===== src/rtl/core/exc_nest_pkg.sv =====
`default_nettype none
// ----------------------------------------------------------------------------
// Exception nesting tracker package
// Event and record types, field codes and sequencer states.
// ----------------------------------------------------------------------------
package exc_nest_pkg;

	// event modes
	localparam logic [2:0] MODE_ENTERED  = 3'd0;
	localparam logic [2:0] MODE_EXITED   = 3'd1;
	localparam logic [2:0] MODE_RETURNED = 3'd2;
	localparam logic [2:0] MODE_UNKNOWN  = 3'd3;
	localparam logic [2:0] MODE_START    = 3'd4;
	localparam logic [2:0] MODE_DISCONT  = 3'd5;

	// record actions
	localparam logic [1:0] ACT_ENTER  = 2'd0;
	localparam logic [1:0] ACT_EXIT   = 2'd1;
	localparam logic [1:0] ACT_RETURN = 2'd2;

	// record origins
	localparam logic ORG_TRACE = 1'b0;
	localparam logic ORG_SYNTH = 1'b1;

	localparam int NUM_W = 9;

	typedef struct packed {
		logic [2:0]       mode;
		logic [NUM_W-1:0] exc_number;
	} evt_t;

	typedef struct packed {
		logic [NUM_W-1:0] rec_number;
		logic [1:0]       rec_action;
		logic             rec_origin;
		logic             first_seen;
		logic             stack_overflow;
		logic             last;
	} rec_t;

	typedef struct packed {
		logic [NUM_W-1:0] number;
		logic             running;
	} stk_entry_t;

	// pending record before the seen-map lookup
	typedef struct packed {
		logic [NUM_W-1:0] number;
		logic [1:0]       action;
		logic             origin;
	} plan_t;

	typedef enum logic [2:0] {
		ST_CLEAR,
		ST_IDLE,
		ST_CHECK,
		ST_PUSH,
		ST_SEEN_RD,
		ST_SEEN_WR,
		ST_OUT
	} state_t;

endpackage
`default_nettype wire


===== src/rtl/core/exc_nest_ram.sv =====
`default_nettype none
// ----------------------------------------------------------------------------
// Exception nesting tracker RAM
// Generic single-write, single-read RAM with registered read data.
// ----------------------------------------------------------------------------
module exc_nest_ram #(
	parameter int WIDTH = 1,
	parameter int DEPTH = 2,
	localparam int AW = (DEPTH > 1) ? $clog2(DEPTH) : 1
) (
	input  wire logic             clk,
	input  wire logic             we,
	input  wire logic [AW-1:0]    waddr,
	input  wire logic [WIDTH-1:0] wdata,
	input  wire logic [AW-1:0]    raddr,
	output logic      [WIDTH-1:0] rdata
);

	logic [WIDTH-1:0] mem [DEPTH];
	logic [WIDTH-1:0] rdata_q;

	always_ff @(posedge clk) begin
		if (we) begin
			mem[waddr] <= wdata;
		end
		rdata_q <= mem[raddr];
	end

	assign rdata = rdata_q;

endmodule
`default_nettype wire


===== src/rtl/core/exception_nesting_tracker.sv =====
`default_nettype none
// ----------------------------------------------------------------------------
// Exception nesting tracker
// Follows exception trace events, keeps a nesting stack and the active
// context, and emits lane records with first-sighting and overflow flags.
// ----------------------------------------------------------------------------
// Usage:
//   evt_valid/evt_stall/evt carry one trace event per transfer. The block
//   raises evt_stall whenever it is busy, so it works on one event at a time.
//   rec_valid/rec_stall/rec carry zero to two lane records per event; the
//   final record of an event has rec.last set. An event with no record
//   produces nothing on the record channel.
//   Sequence: an accepted event passes through the stack check, which repeats
//   for each stack entry popped by a return, then the push state for an
//   enter. Each record then passes through seen-map read, seen-map update
//   and output, all through the seen-map RAM with its registered read.
//   The nesting stack lives in a RAM whose top is read in idle, so the check
//   sees it right after the transfer.
//   Reset: after arst_n releases, the block sweeps the seen map clear, one
//   entry per cycle, over all NUM_EXCEPTIONS entries with evt_stall high.
//   A stalled record holds in the output register; the block accepts no new
//   event until the last record of the current one has transferred.
// ----------------------------------------------------------------------------
module exception_nesting_tracker #(
	parameter int STACK_DEPTH    = 32,
	parameter int NUM_EXCEPTIONS = 512
) (
	input  wire logic               clk,
	input  wire logic               arst_n,
	input  wire logic               evt_valid,
	output logic                    evt_stall,
	input  wire exc_nest_pkg::evt_t evt,
	output logic                    rec_valid,
	input  wire logic               rec_stall,
	output exc_nest_pkg::rec_t      rec
);

	localparam int CNT_W   = $clog2(STACK_DEPTH + 1);
	localparam int SAW     = (STACK_DEPTH > 1) ? $clog2(STACK_DEPTH) : 1;
	localparam int SEEN_AW = $clog2(NUM_EXCEPTIONS);
	localparam int ENT_W   = exc_nest_pkg::NUM_W + 1;
	localparam int NUM_W   = exc_nest_pkg::NUM_W;

	// ------------------------------------------------------------------
	// State
	// ------------------------------------------------------------------
	exc_nest_pkg::state_t state_q, state_d;

	logic [SEEN_AW-1:0] clr_q;
	logic [CNT_W-1:0]   count_q;
	logic               active_valid_q;
	logic [NUM_W-1:0]   active_num_q;
	logic [1:0]         nrem_q;

	logic [2:0]          mode_q;
	logic [NUM_W-1:0]    num_q;
	logic                ovf_q;
	exc_nest_pkg::plan_t rec0_q, rec1_q;
	exc_nest_pkg::rec_t  out_q;

	// ------------------------------------------------------------------
	// Stack RAM and seen-map RAM
	// ------------------------------------------------------------------
	logic                     stk_we;
	logic [SAW-1:0]           stk_waddr, stk_raddr;
	logic [ENT_W-1:0]         stk_wdata, stk_rdata;
	exc_nest_pkg::stk_entry_t top_e;

	logic               seen_we, seen_wdata, seen_rdata;
	logic [SEEN_AW-1:0] seen_waddr, seen_raddr;

	exc_nest_ram #(.WIDTH(ENT_W), .DEPTH(STACK_DEPTH)) u_stack_ram (
		.clk   (clk),
		.we    (stk_we),
		.waddr (stk_waddr),
		.wdata (stk_wdata),
		.raddr (stk_raddr),
		.rdata (stk_rdata)
	);

	exc_nest_ram #(.WIDTH(1), .DEPTH(NUM_EXCEPTIONS)) u_seen_ram (
		.clk   (clk),
		.we    (seen_we),
		.waddr (seen_waddr),
		.wdata (seen_wdata),
		.raddr (seen_raddr),
		.rdata (seen_rdata)
	);

	assign top_e = exc_nest_pkg::stk_entry_t'(stk_rdata);

	// ------------------------------------------------------------------
	// Stack check: decide the stack update and the record plan
	// ------------------------------------------------------------------
	logic [CNT_W-1:0]    cnt_m1, cnt_m2, cnt_d;
	logic                has_top, top_run, full;
	logic [NUM_W-1:0]    top_num;
	logic                chk_done, chk_pop, chk_push, chk_we, chk_ovf;
	logic [SAW-1:0]      chk_waddr;
	exc_nest_pkg::stk_entry_t chk_wdata;
	logic                do_set, do_close;
	logic [NUM_W-1:0]    set_num;
	logic [1:0]          set_act;
	logic                set_org, close_org;
	exc_nest_pkg::plan_t plan0, plan1;
	logic [1:0]          plan_n;
	logic                act_valid_d;
	logic [NUM_W-1:0]    act_num_d;

	assign cnt_m1  = count_q - CNT_W'(1);
	assign cnt_m2  = count_q - CNT_W'(2);
	assign has_top = (count_q != '0);
	assign top_num = has_top ? top_e.number : '0;
	assign top_run = has_top & top_e.running;
	assign full    = (count_q == CNT_W'(STACK_DEPTH));

	always_comb begin
		chk_done  = 1'b1;
		chk_pop   = 1'b0;
		chk_push  = 1'b0;
		chk_we    = 1'b0;
		chk_ovf   = 1'b0;
		chk_waddr = cnt_m1[SAW-1:0];
		chk_wdata = '{number: num_q, running: 1'b1};
		cnt_d     = count_q;
		do_set    = 1'b0;
		do_close  = 1'b0;
		set_num   = num_q;
		set_act   = exc_nest_pkg::ACT_ENTER;
		set_org   = exc_nest_pkg::ORG_TRACE;
		close_org = exc_nest_pkg::ORG_TRACE;
		case (mode_q)
			exc_nest_pkg::MODE_ENTERED: begin
				do_set = 1'b1;
				if (full) begin
					// drop the push, the old top stays active
					chk_ovf = 1'b1;
					set_num = top_num;
				end else begin
					chk_push = 1'b1;
					if (top_run) begin
						chk_we    = 1'b1;
						chk_wdata = '{number: top_num, running: 1'b0};
					end
				end
			end
			exc_nest_pkg::MODE_EXITED: begin
				if (has_top && top_e.number == num_q && top_e.running) begin
					cnt_d    = cnt_m1;
					do_close = 1'b1;
				end
			end
			exc_nest_pkg::MODE_RETURNED: begin
				if (has_top && top_e.number != num_q) begin
					// pop one entry and read the next top
					chk_done = 1'b0;
					chk_pop  = 1'b1;
					cnt_d    = cnt_m1;
				end else begin
					do_set  = 1'b1;
					set_act = exc_nest_pkg::ACT_RETURN;
					if (has_top) begin
						chk_we = 1'b1;
					end else if (num_q != '0) begin
						chk_we    = 1'b1;
						chk_waddr = '0;
						cnt_d     = CNT_W'(1);
					end
				end
			end
			exc_nest_pkg::MODE_START: begin
				do_set  = 1'b1;
				set_num = '0;
				set_org = exc_nest_pkg::ORG_SYNTH;
			end
			exc_nest_pkg::MODE_DISCONT: begin
				cnt_d     = '0;
				do_close  = 1'b1;
				close_org = exc_nest_pkg::ORG_SYNTH;
			end
			default: begin
			end
		endcase
	end

	// record plan from the active-context update
	always_comb begin
		plan0       = '{number: set_num, action: set_act, origin: set_org};
		plan1       = '{number: set_num, action: set_act, origin: set_org};
		plan_n      = 2'd0;
		act_valid_d = active_valid_q;
		act_num_d   = active_num_q;
		if (do_set) begin
			if (active_valid_q && active_num_q == set_num) begin
				if (set_act == exc_nest_pkg::ACT_RETURN) begin
					plan_n = 2'd1;
				end
			end else begin
				if (active_valid_q) begin
					plan0  = '{number: active_num_q, action: exc_nest_pkg::ACT_EXIT,
						origin: exc_nest_pkg::ORG_SYNTH};
					plan_n = 2'd2;
				end else begin
					plan_n = 2'd1;
				end
				act_valid_d = 1'b1;
				act_num_d   = set_num;
			end
		end else if (do_close && active_valid_q) begin
			plan0       = '{number: active_num_q, action: exc_nest_pkg::ACT_EXIT,
				origin: close_org};
			plan_n      = 2'd1;
			act_valid_d = 1'b0;
			act_num_d   = '0;
		end
	end

	// ------------------------------------------------------------------
	// Seen-map lookup for the pending record
	// ------------------------------------------------------------------
	logic in_range, first;

	assign in_range = ({1'b0, rec0_q.number} < (NUM_W + 1)'(NUM_EXCEPTIONS));
	assign first    = in_range & ~seen_rdata;

	// ------------------------------------------------------------------
	// Next state
	// ------------------------------------------------------------------
	always_comb begin
		state_d = state_q;
		case (state_q)
			exc_nest_pkg::ST_CLEAR: begin
				if (clr_q == SEEN_AW'(NUM_EXCEPTIONS - 1)) begin
					state_d = exc_nest_pkg::ST_IDLE;
				end
			end
			exc_nest_pkg::ST_IDLE: begin
				if (evt_valid) begin
					state_d = exc_nest_pkg::ST_CHECK;
				end
			end
			exc_nest_pkg::ST_CHECK: begin
				if (!chk_done) begin
					state_d = exc_nest_pkg::ST_CHECK;
				end else if (chk_push) begin
					state_d = exc_nest_pkg::ST_PUSH;
				end else if (plan_n != 2'd0) begin
					state_d = exc_nest_pkg::ST_SEEN_RD;
				end else begin
					state_d = exc_nest_pkg::ST_IDLE;
				end
			end
			exc_nest_pkg::ST_PUSH: begin
				state_d = (nrem_q != 2'd0) ? exc_nest_pkg::ST_SEEN_RD : exc_nest_pkg::ST_IDLE;
			end
			exc_nest_pkg::ST_SEEN_RD: state_d = exc_nest_pkg::ST_SEEN_WR;
			exc_nest_pkg::ST_SEEN_WR: state_d = exc_nest_pkg::ST_OUT;
			exc_nest_pkg::ST_OUT: begin
				if (!rec_stall) begin
					state_d = (nrem_q == 2'd1) ? exc_nest_pkg::ST_IDLE
						: exc_nest_pkg::ST_SEEN_RD;
				end
			end
			default: state_d = exc_nest_pkg::ST_IDLE;
		endcase
	end

	// ------------------------------------------------------------------
	// Outputs and RAM controls
	// ------------------------------------------------------------------
	always_comb begin
		evt_stall  = (state_q != exc_nest_pkg::ST_IDLE);
		rec_valid  = (state_q == exc_nest_pkg::ST_OUT);
		rec        = out_q;

		// read the top in idle; during a pop read the entry below it
		stk_raddr  = (state_q == exc_nest_pkg::ST_CHECK && chk_pop) ? cnt_m2[SAW-1:0]
			: cnt_m1[SAW-1:0];
		stk_we     = 1'b0;
		stk_waddr  = chk_waddr;
		stk_wdata  = chk_wdata;

		seen_raddr = rec0_q.number[SEEN_AW-1:0];
		seen_we    = 1'b0;
		seen_waddr = rec0_q.number[SEEN_AW-1:0];
		seen_wdata = 1'b1;

		case (state_q)
			exc_nest_pkg::ST_CLEAR: begin
				seen_we    = 1'b1;
				seen_waddr = clr_q;
				seen_wdata = 1'b0;
			end
			exc_nest_pkg::ST_CHECK: begin
				stk_we = chk_we;
			end
			exc_nest_pkg::ST_PUSH: begin
				stk_we    = 1'b1;
				stk_waddr = count_q[SAW-1:0];
				stk_wdata = exc_nest_pkg::stk_entry_t'{number: num_q, running: 1'b1};
			end
			exc_nest_pkg::ST_SEEN_WR: begin
				seen_we = first;
			end
			default: begin
			end
		endcase
	end

	// ------------------------------------------------------------------
	// Control registers
	// ------------------------------------------------------------------
	always_ff @(posedge clk or negedge arst_n) begin
		if (!arst_n) begin
			state_q        <= exc_nest_pkg::ST_CLEAR;
			clr_q          <= '0;
			count_q        <= '0;
			active_valid_q <= 1'b0;
			active_num_q   <= '0;
			nrem_q         <= 2'd0;
		end else begin
			state_q <= state_d;
			case (state_q)
				exc_nest_pkg::ST_CLEAR: begin
					clr_q <= clr_q + SEEN_AW'(1);
				end
				exc_nest_pkg::ST_CHECK: begin
					count_q <= cnt_d;
					if (chk_done) begin
						active_valid_q <= act_valid_d;
						active_num_q   <= act_num_d;
						nrem_q         <= plan_n;
					end
				end
				exc_nest_pkg::ST_PUSH: begin
					count_q <= count_q + CNT_W'(1);
				end
				exc_nest_pkg::ST_OUT: begin
					if (!rec_stall) begin
						nrem_q <= nrem_q - 2'd1;
					end
				end
				default: begin
				end
			endcase
		end
	end

	// ------------------------------------------------------------------
	// Payload registers
	// ------------------------------------------------------------------
	always_ff @(posedge clk) begin
		case (state_q)
			exc_nest_pkg::ST_IDLE: begin
				if (evt_valid) begin
					mode_q <= evt.mode;
					num_q  <= evt.exc_number;
				end
			end
			exc_nest_pkg::ST_CHECK: begin
				if (chk_done) begin
					rec0_q <= plan0;
					rec1_q <= plan1;
					ovf_q  <= chk_ovf;
				end
			end
			exc_nest_pkg::ST_SEEN_WR: begin
				out_q.rec_number     <= rec0_q.number;
				out_q.rec_action     <= rec0_q.action;
				out_q.rec_origin     <= rec0_q.origin;
				out_q.first_seen     <= first;
				out_q.stack_overflow <= ovf_q;
				out_q.last           <= (nrem_q == 2'd1);
			end
			exc_nest_pkg::ST_OUT: begin
				// advance to the second record
				if (!rec_stall) begin
					rec0_q <= rec1_q;
				end
			end
			default: begin
			end
		endcase
	end

	// ------------------------------------------------------------------
	// Assertions
	// ------------------------------------------------------------------
	a_count_bound: assert property (@(posedge clk) disable iff (!arst_n)
		count_q <= CNT_W'(STACK_DEPTH))
		else $error("stack count beyond depth");

	a_ovf_source: assert property (@(posedge clk) disable iff (!arst_n)
		rec_valid && rec.stack_overflow |->
			mode_q == exc_nest_pkg::MODE_ENTERED && full)
		else $error("overflow flag without a full stack on enter");

	a_last_idle: assert property (@(posedge clk) disable iff (!arst_n)
		rec_valid && !rec_stall && rec.last |=> state_q == exc_nest_pkg::ST_IDLE)
		else $error("sequencer not idle after final record");

	a_first_of_two: assert property (@(posedge clk) disable iff (!arst_n)
		rec_valid && !rec.last |-> nrem_q == 2'd2)
		else $error("non-final record without a second pending");

	a_inactive_zero: assert property (@(posedge clk) disable iff (!arst_n)
		!active_valid_q |-> active_num_q == '0)
		else $error("inactive context holds a number");

endmodule
`default_nettype wire


===== config.mk =====
export PLATFORM = sky130hd
export DESIGN_NAME = exception_nesting_tracker
export DESIGN_NICKNAME = d
export VERILOG_FILES = /design/src/rtl/core/exc_nest_pkg.sv /design/src/rtl/core/exc_nest_ram.sv /design/src/rtl/core/exception_nesting_tracker.sv
export SDC_FILE = /design/constraint.sdc
export NUM_CORES = 1
export LEC_CHECK = 0
export BUFFER_PORTS_ARGS = -buffer_cell sky130_fd_sc_hd__buf_2
export CAP_MARGIN = 10
export CORE_MARGIN = 4
export CORE_UTILIZATION = 50
export CTS_CLUSTER_SIZE = 25
export DETAILED_ROUTE_END_ITERATION = 6
export PLACE_DENSITY_LB_ADDON = 0.3
export SLEW_MARGIN = 20
export SYNTH_ARGS = -nofsm -noshare
export SYNTH_HDL_FRONTEND = slang
export SYNTH_HIERARCHICAL = 1
export SYNTH_SLANG_ARGS = --single-unit

===== constraint.sdc =====
create_clock -name clk -period 28.9 [get_ports clk]
set_clock_uncertainty 0.15 [all_clocks]
set_input_delay 4.335 -clock clk [delete_from_list [all_inputs] [get_ports clk]]
set_output_delay 4.335 -clock clk [all_outputs]
set_load 0.05 [all_outputs]

* After elaboration in Yosys (flattened, before gate mapping)
Memory sizes are Yosys's and may differ from the RTL's. A register that Yosys moved wholly into a read port is not among the register bits.
Index checks and enable logic that the tools add are counted.
** Word-level totals
- Bits in registers :: 82
- Bits in latches :: 0
- RAM bits :: 832
- Bits in read-only memories :: 0
- Bits of input ports :: 16
- Output and inout bits :: 17
- Word-level logic and storage cells :: 156
- Memories kept :: 2
** Memory list
- u_seen_ram.mem :: depth 512, width 1, read ports 1, clocked after memory_dff 1, write ports 1, line exc_nest_ram.sv:19 : logic [WIDTH-1:0] mem [DEPTH];
- u_stack_ram.mem :: depth 32, width 10, read ports 1, clocked after memory_dff 1, write ports 1, line exc_nest_ram.sv:19
** Cells by class
- Add/sub/neg operators :: 5
- Multiply operators :: 0
- Divide/modulo/power cells :: 0
- Magnitude comparators :: 0
- Equality and inequality tests :: 27
- Shifts and indexed selects :: 0
- Mux-type cells :: 77
- Bitwise gates (word level) :: 2
- Reduce and logical (&&, ||, !) cells :: 22
** Operators by type and width (count)
- $mux W12 :: 6
- $mux W9 :: 6
- $mux W10 :: 4
- $mux W5 :: 6
- $mux W1 :: 25
- $mux W3 :: 8
- $mux W6 :: 4
- $pmux W12 S2 :: 1
- $pmux W3 S7 :: 1
- $eq A9 B9 Y1 :: 2
- $pmux W6 S3 :: 1
- $pmux W9 S2 :: 1
- $eq A3 B3 Y1 const B :: 5
- $mux W2 :: 7
- $pmux W6 S2 :: 1
- $ne A2 B2 Y1 const B :: 5
- $pmux W1 S2 :: 5
- $reduce_bool A2 Y1 :: 5
- $add A9 B1 Y9 const B :: 1
- $eq A3 B2 Y1 const B :: 3
- $eq A9 B9 Y1 const B :: 1
- $ne A9 B9 Y1 :: 1
- $reduce_bool A9 Y1 :: 1
- $ne A4 B4 Y1 const B :: 2
- 22 further kinds :: 31

* Depth between registers and ports, before layout
- Depth after elaboration :: 13
- Gate-level depth with buffers :: 19
- Depth with buffers taken out :: 14

* Cells and area by module
Netlist, hierarchy kept.
** By module, submodules not included
- exc_nest_ram at u_seen_ram :: instances 1, cells an instance 1615, area each 22609.2 um2, sequential area each 15394.8 um2
- exc_nest_ram at u_stack_ram :: instances 1, cells an instance 733, area each 12993.7 um2, sequential area each 9809.4 um2
- exception_nesting_tracker :: instances 1, cells an instance 465, area each 4623.2 um2, sequential area each 2282.2 um2

* Worst setup path before layout
OpenSTA, ideal clock, no wires.
- Kind :: reg-to-reg
- Start point :: reg state_q[1]
- End point :: mem u_seen_ram.mem[0] (data pin)
- Setup time :: 1855 ps
- Arrival :: 8516 ps
- Required time :: 26895 ps
- Slack :: 18379 ps
- Stages on the path, launching flop included :: 4
- Path buffers :: 1
- Clock period less this slack :: 10521 ps
- Cell sequence :: dfrtp_1 nor3_1 inv_1 clkbuf_1
** Between the ends
- Cells in the longest elaborated chain, start to end :: 2
** Ends and longest elaborated chain
- start: declaration :: line exception_nesting_tracker.sv:47 : exc_nest_pkg::state_t state_q, state_d;
- start signal: assignment :: line exception_nesting_tracker.sv:315 : state_q <= exc_nest_pkg::ST_CLEAR;
- start signal: assignment :: line exception_nesting_tracker.sv:322 : state_q <= state_d;
- $logic_not A3 Y1 :: line exception_nesting_tracker.sv:288 : case (state_q)
- $mux W1 :: line exception_nesting_tracker.sv:288
- via seen_wdata :: line exception_nesting_tracker.sv:69 : logic seen_we, seen_wdata, seen_rdata;
- end: declaration :: line exc_nest_ram.sv:19
The timed path passes the listed nets, and every way through them passes these cells.

* Worst setup path after layout
- Start point :: reg state_q[0]
- End point :: out rec_valid
** Between the ends
- Cells in the longest elaborated chain, start to end :: 1
** Ends and longest elaborated chain
- $eq A3 B3 Y1 :: line exception_nesting_tracker.sv:273 : rec_valid = (state_q == exc_nest_pkg::ST_OUT);
- end: declaration :: line exception_nesting_tracker.sv:33 : output logic rec_valid,
No other way between the ends.

==> results_tabular.tex <==
\begin{tabular}{lr}
\hline
Metric & Value \\
\hline
\multicolumn{2}{l}{\textbf{Timing}} \\
Transition time at the pin with the least slew margin & 1180 ps \\
Final slew viol count & 0 \\
Max\_slew headroom & 21.4\% \\
Sum of negative setup slack & 0 ps \\
Final critical delay including setup and external delays & 7020 ps \\
RSZ-0062 raised after global routing & no \\
Maximum achievable frequency & 142 MHz \\
Worst Hold Margin & 275 ps \\
Endpoints failing hold & 0 \\
Final worst path period share & 24.3\% \\
Setup-violating endpoint count in the final report & 0 \\
\multicolumn{2}{l}{\textbf{Status}} \\
Run status & completed \\
\multicolumn{2}{l}{\textbf{CTS}} \\
Clock-pin slew on the worst setup and hold paths & 60 ps \\
Total clock sinks & 924 \\
TritonCTS Buffers & 94 \\
Maximum clock insertion buffer count & 3 \\
Root buffer cell & sky130\_fd\_sc\_hd\_\_clkbuf\_16 \\
Clock H-tree levels & 3 \\
Clock tree from TritonCTS & done \\
Setup repair bufs after CTS & 0 \\
Number of hold buffers added after CTS & 0 \\
Quantity of gates resized following cts & 0 \\
Latest clock arrival within the worst-skew pair & 660 ps \\
\multicolumn{2}{l}{\textbf{Place}} \\
Sum of net half-perimeters after detailed placement & 52800 µm \\
Number of I/O port buffers & 32 \\
Final weighted congestion in routability-driven placement & 0.834 \\
Cell area reported after detailed placement & 40800 µm² \\
\multicolumn{2}{l}{\textbf{Setup path}} \\
Count of buffering cells on the critical path with inverters included & 2 \\
Reg2reg path depth & 15 \\
Logic depth of the worst path, buffers included & 4 \\
Kind of critical path & reg -> out \\
Launch instance of the worst register-to-register path & count\_q[0] \\
Critical path capture point type & primary output \\
Arrival @ worst endpoint & 2540 ps \\
Largest fanout on the critical path & 26 \\
End of the worst register-to-register path & u\_stack\_ram/rdata[8] \\
Kind of cell adding the most delay to the critical path & buffers and inverters \\
Crit path max-delay cell type & sky130\_fd\_sc\_hd\_\_dfrtp\_1 \\
Setup crit end & rec\_valid \\
Critical path origin & state\_q[0] \\
Worst-path cell chain & nor2b\_1 -> nand2\_1 -> inv\_1 -> buf\_2 \\
Minimum setup slack among reg-to-reg paths & 23330 ps \\
Largest stage delay, worst path & 520 ps \\
CP Data Required Time & 24420 ps \\
Launching element type of the critical path & register \\
\multicolumn{2}{l}{\textbf{Layout}} \\
Area of the multi-input gates & 11400 µm² \\
Highest-count cells in the layout ignoring fill and taps & sky130\_fd\_sc\_hd\_\_edfxtp\_1, sky130\_fd\_sc\_hd\_\_nor2\_1, sky130\_fd\_sc\_hd\_\_mux2i\_1, sky130\_fd\_sc\_hd\_\_nand2\_1, sky130\_fd\_sc\_hd\_\_clkbuf\_16 \\
Utilization of the core after routing & 55.4\% \\
Most common library cell in the layout ignoring fill and taps & sky130\_fd\_sc\_hd\_\_edfxtp\_1 \\
Antenna diode count & 0 \\
Area of all sequential standard cells & 27500 µm² \\
Count of filler cells inserted in the layout & 6394 \\
Number of nets in the finished design & 2805 \\
Share of layout cells above drive strength 1 & 11.3\% \\
Total non-filler cell area in the finished layout & 43900 µm² \\
Synth-to-Final Area Change & 9.26\% \\
\multicolumn{2}{l}{\textbf{Logic synthesis}} \\
Area contributors post-synth & sky130\_fd\_sc\_hd\_\_edfxtp\_1, sky130\_fd\_sc\_hd\_\_mux2i\_1, sky130\_fd\_sc\_hd\_\_nor2\_1 \\
Number of enable-type register cells in the synthesized netlist & 883 \\
Combined area of all synthesized cells & 40200 µm² \\
Gate count of the mapped netlist & 2813 \\
Count of different cell masters after synthesis & 75 \\
Proportion of synthesized chip area in sequential cells & 68.3\% \\
Library cell occupying the most area in the post-synthesis netlist & sky130\_fd\_sc\_hd\_\_edfxtp\_1 \\
Share of synthesized registers carrying an async set or reset & 3.25\% \\
Predominant post-synthesis flop cell & sky130\_fd\_sc\_hd\_\_edfxtp\_1 \\
Post-Syn Area per Cell & 14.3 µm² \\
Synthesized netlist net count & 2838 \\
Flip-flop and latch count after synthesis & 924 \\
Yosys warning total & 6 \\
Area share of the largest cell type after synthesis & 65.9\% \\
\multicolumn{2}{l}{\textbf{Pwr}} \\
Pwr/cell area & 95.9 nW/µm² \\
Post-layout total power & 4220 µW \\
Maximum resistive drop on vdd & 0.0869 mV \\
Static power due to leakage & 0.0142 µW \\
\multicolumn{2}{l}{\textbf{Routing}} \\
Drt drc & 0 \\
Post-Route WL & 93500 µm \\
Via-to-Cell Ratio & 6.05 \\
Average detailed-routed wire length per instance & 23.9 µm \\
Detailed router's first-iteration violation count & 2668 \\
Post-route ant nets & 0 \\
Total via count in the routed design & 23700 \\
First-pass iteration count of the detailed router & 6 \\
\multicolumn{2}{l}{\textbf{Die}} \\
Area of the core region & 79400 µm² \\
Site Rows & 103 \\
Starting density of the core & 50.7\% \\
Height of the die & 292 µm \\
Floorplan die width & 292 µm \\
Total Die Area & 85100 µm² \\
Count of pins on the block boundary & 33 \\
\multicolumn{2}{l}{\textbf{Global routing}} \\
Total congestion overflow after global routing & 0 \\
Global-route wire length before repair & 141000 µm \\
Largest net degree at the start of global routing & 244 \\
Initial antenna violation count & 0 \\
Via count of the first global-routing pass & 23700 \\
Global Route Usage Sum & 21.5\% \\
\multicolumn{2}{l}{\textbf{Flow run}} \\
Max capacitance violation total & 0 \\
\multicolumn{2}{l}{\textbf{Min path}} \\
Type of the worst min-delay path & reg -> reg \\
\hline
\end{tabular}
## worst min-delay path by stage
stage / cells after the start / slack, ps / endpoint / start
5_1_grt: 0 / 290 / rec[1] / ovf_q
4_1_cts: 0 / 280 / rec[1] / ovf_q
2_1_floorplan: 0 / 250 / rec[1] / ovf_q
6_report: 0 / 280 / rec[1] / ovf_q
3_5_place_dp: 0 / 260 / rec[1] / ovf_q
3_3_place_gp: 0 / 260 / rec[1] / ovf_q
## synthesized netlist by cell type, drive strengths merged (13+ instances only)
cell,count
a21oi,71
o22ai,27
clkbuf,106
a22o,21
nand3,38
nor2,587
o21ai,47
buf,97
o211ai,13
a31oi,14
a22oi,43
nor2b,18
nand2,165
mux2i,294
o221ai,59
dfrtp,30
nor3,24
edfxtp,883
nand4,22
inv,27
xor2,13
mux4,72
## stage by stage
stage                     worst slack (ps)  std cells
after floorplan                      18380       2813
after global placement               22670       3733
after detailed placement             22590       3734
after CTS                            21880       3909
after global routing                 21760       3909
final                                21880       3909
## metal layers
layer | global-route usage, % | vias to the layer above | wire length [µm]
li1 | - | 10500 | -
met1 | 27.6 | 12100 | 36100
met2 | 37.4 | 900 | 47800
met3 | 3.08 | 176 | 6610
met4 | 7.76 | 0 | 2960
met5 | 0 | - | 0
## logic make-up (layout without fill, tap and decap cells)
logic type | count (synthesis) | count (layout) | synth area share, %
AND/OR/NAND/NOR | 917 | 917 | 9.79
multiplexers | 374 | 374 | 11.8
flip-flops | 924 | 924 | 68.3
XOR/XNOR | 25 | 25 | 0.544
buffers and inverters | 233 | 279 | 3.51
AO/OA/AOI/OAI | 331 | 331 | 5.79
adder cells (fa/ha/maj) | 9 | 9 | 0.280
## sequential cells by signal, indices dropped and copies added (netlist names)
name,cells
active_num_q,9
u_stack_ram/mem,320
count_q,6
rec,15
nrem_q,2
rec1_q,11
clr_q,9
u_seen_ram/mem,512
u_stack_ram/rdata,10
ovf_q,1
seen_raddr,9
u_seen_ram/rdata,1
num_q,9
rec0_q,3
mode_q,3
active_valid_q,1
state_q,3
## layout make-up
cell class,instances,area share (%)
sequential,924,62.5
multi-input combinational,1656,26.0
clock buffer,118,5.79
tap,1050,2.99
clock inverter,57,1.29
timing repair buffer,75,1.15
inverter,29,0.276
## power breakdown
group          total (µW)  internal [µW]  leakage (µW)  switching (µW)
logic                1270            382       0.00430             889
clock network        1210            706       0.00153             502
registers            1740           1680       0.00834            58.4
total                4220           2770        0.0142            1450
No activity file was read; power rests on OpenSTA's default activity.
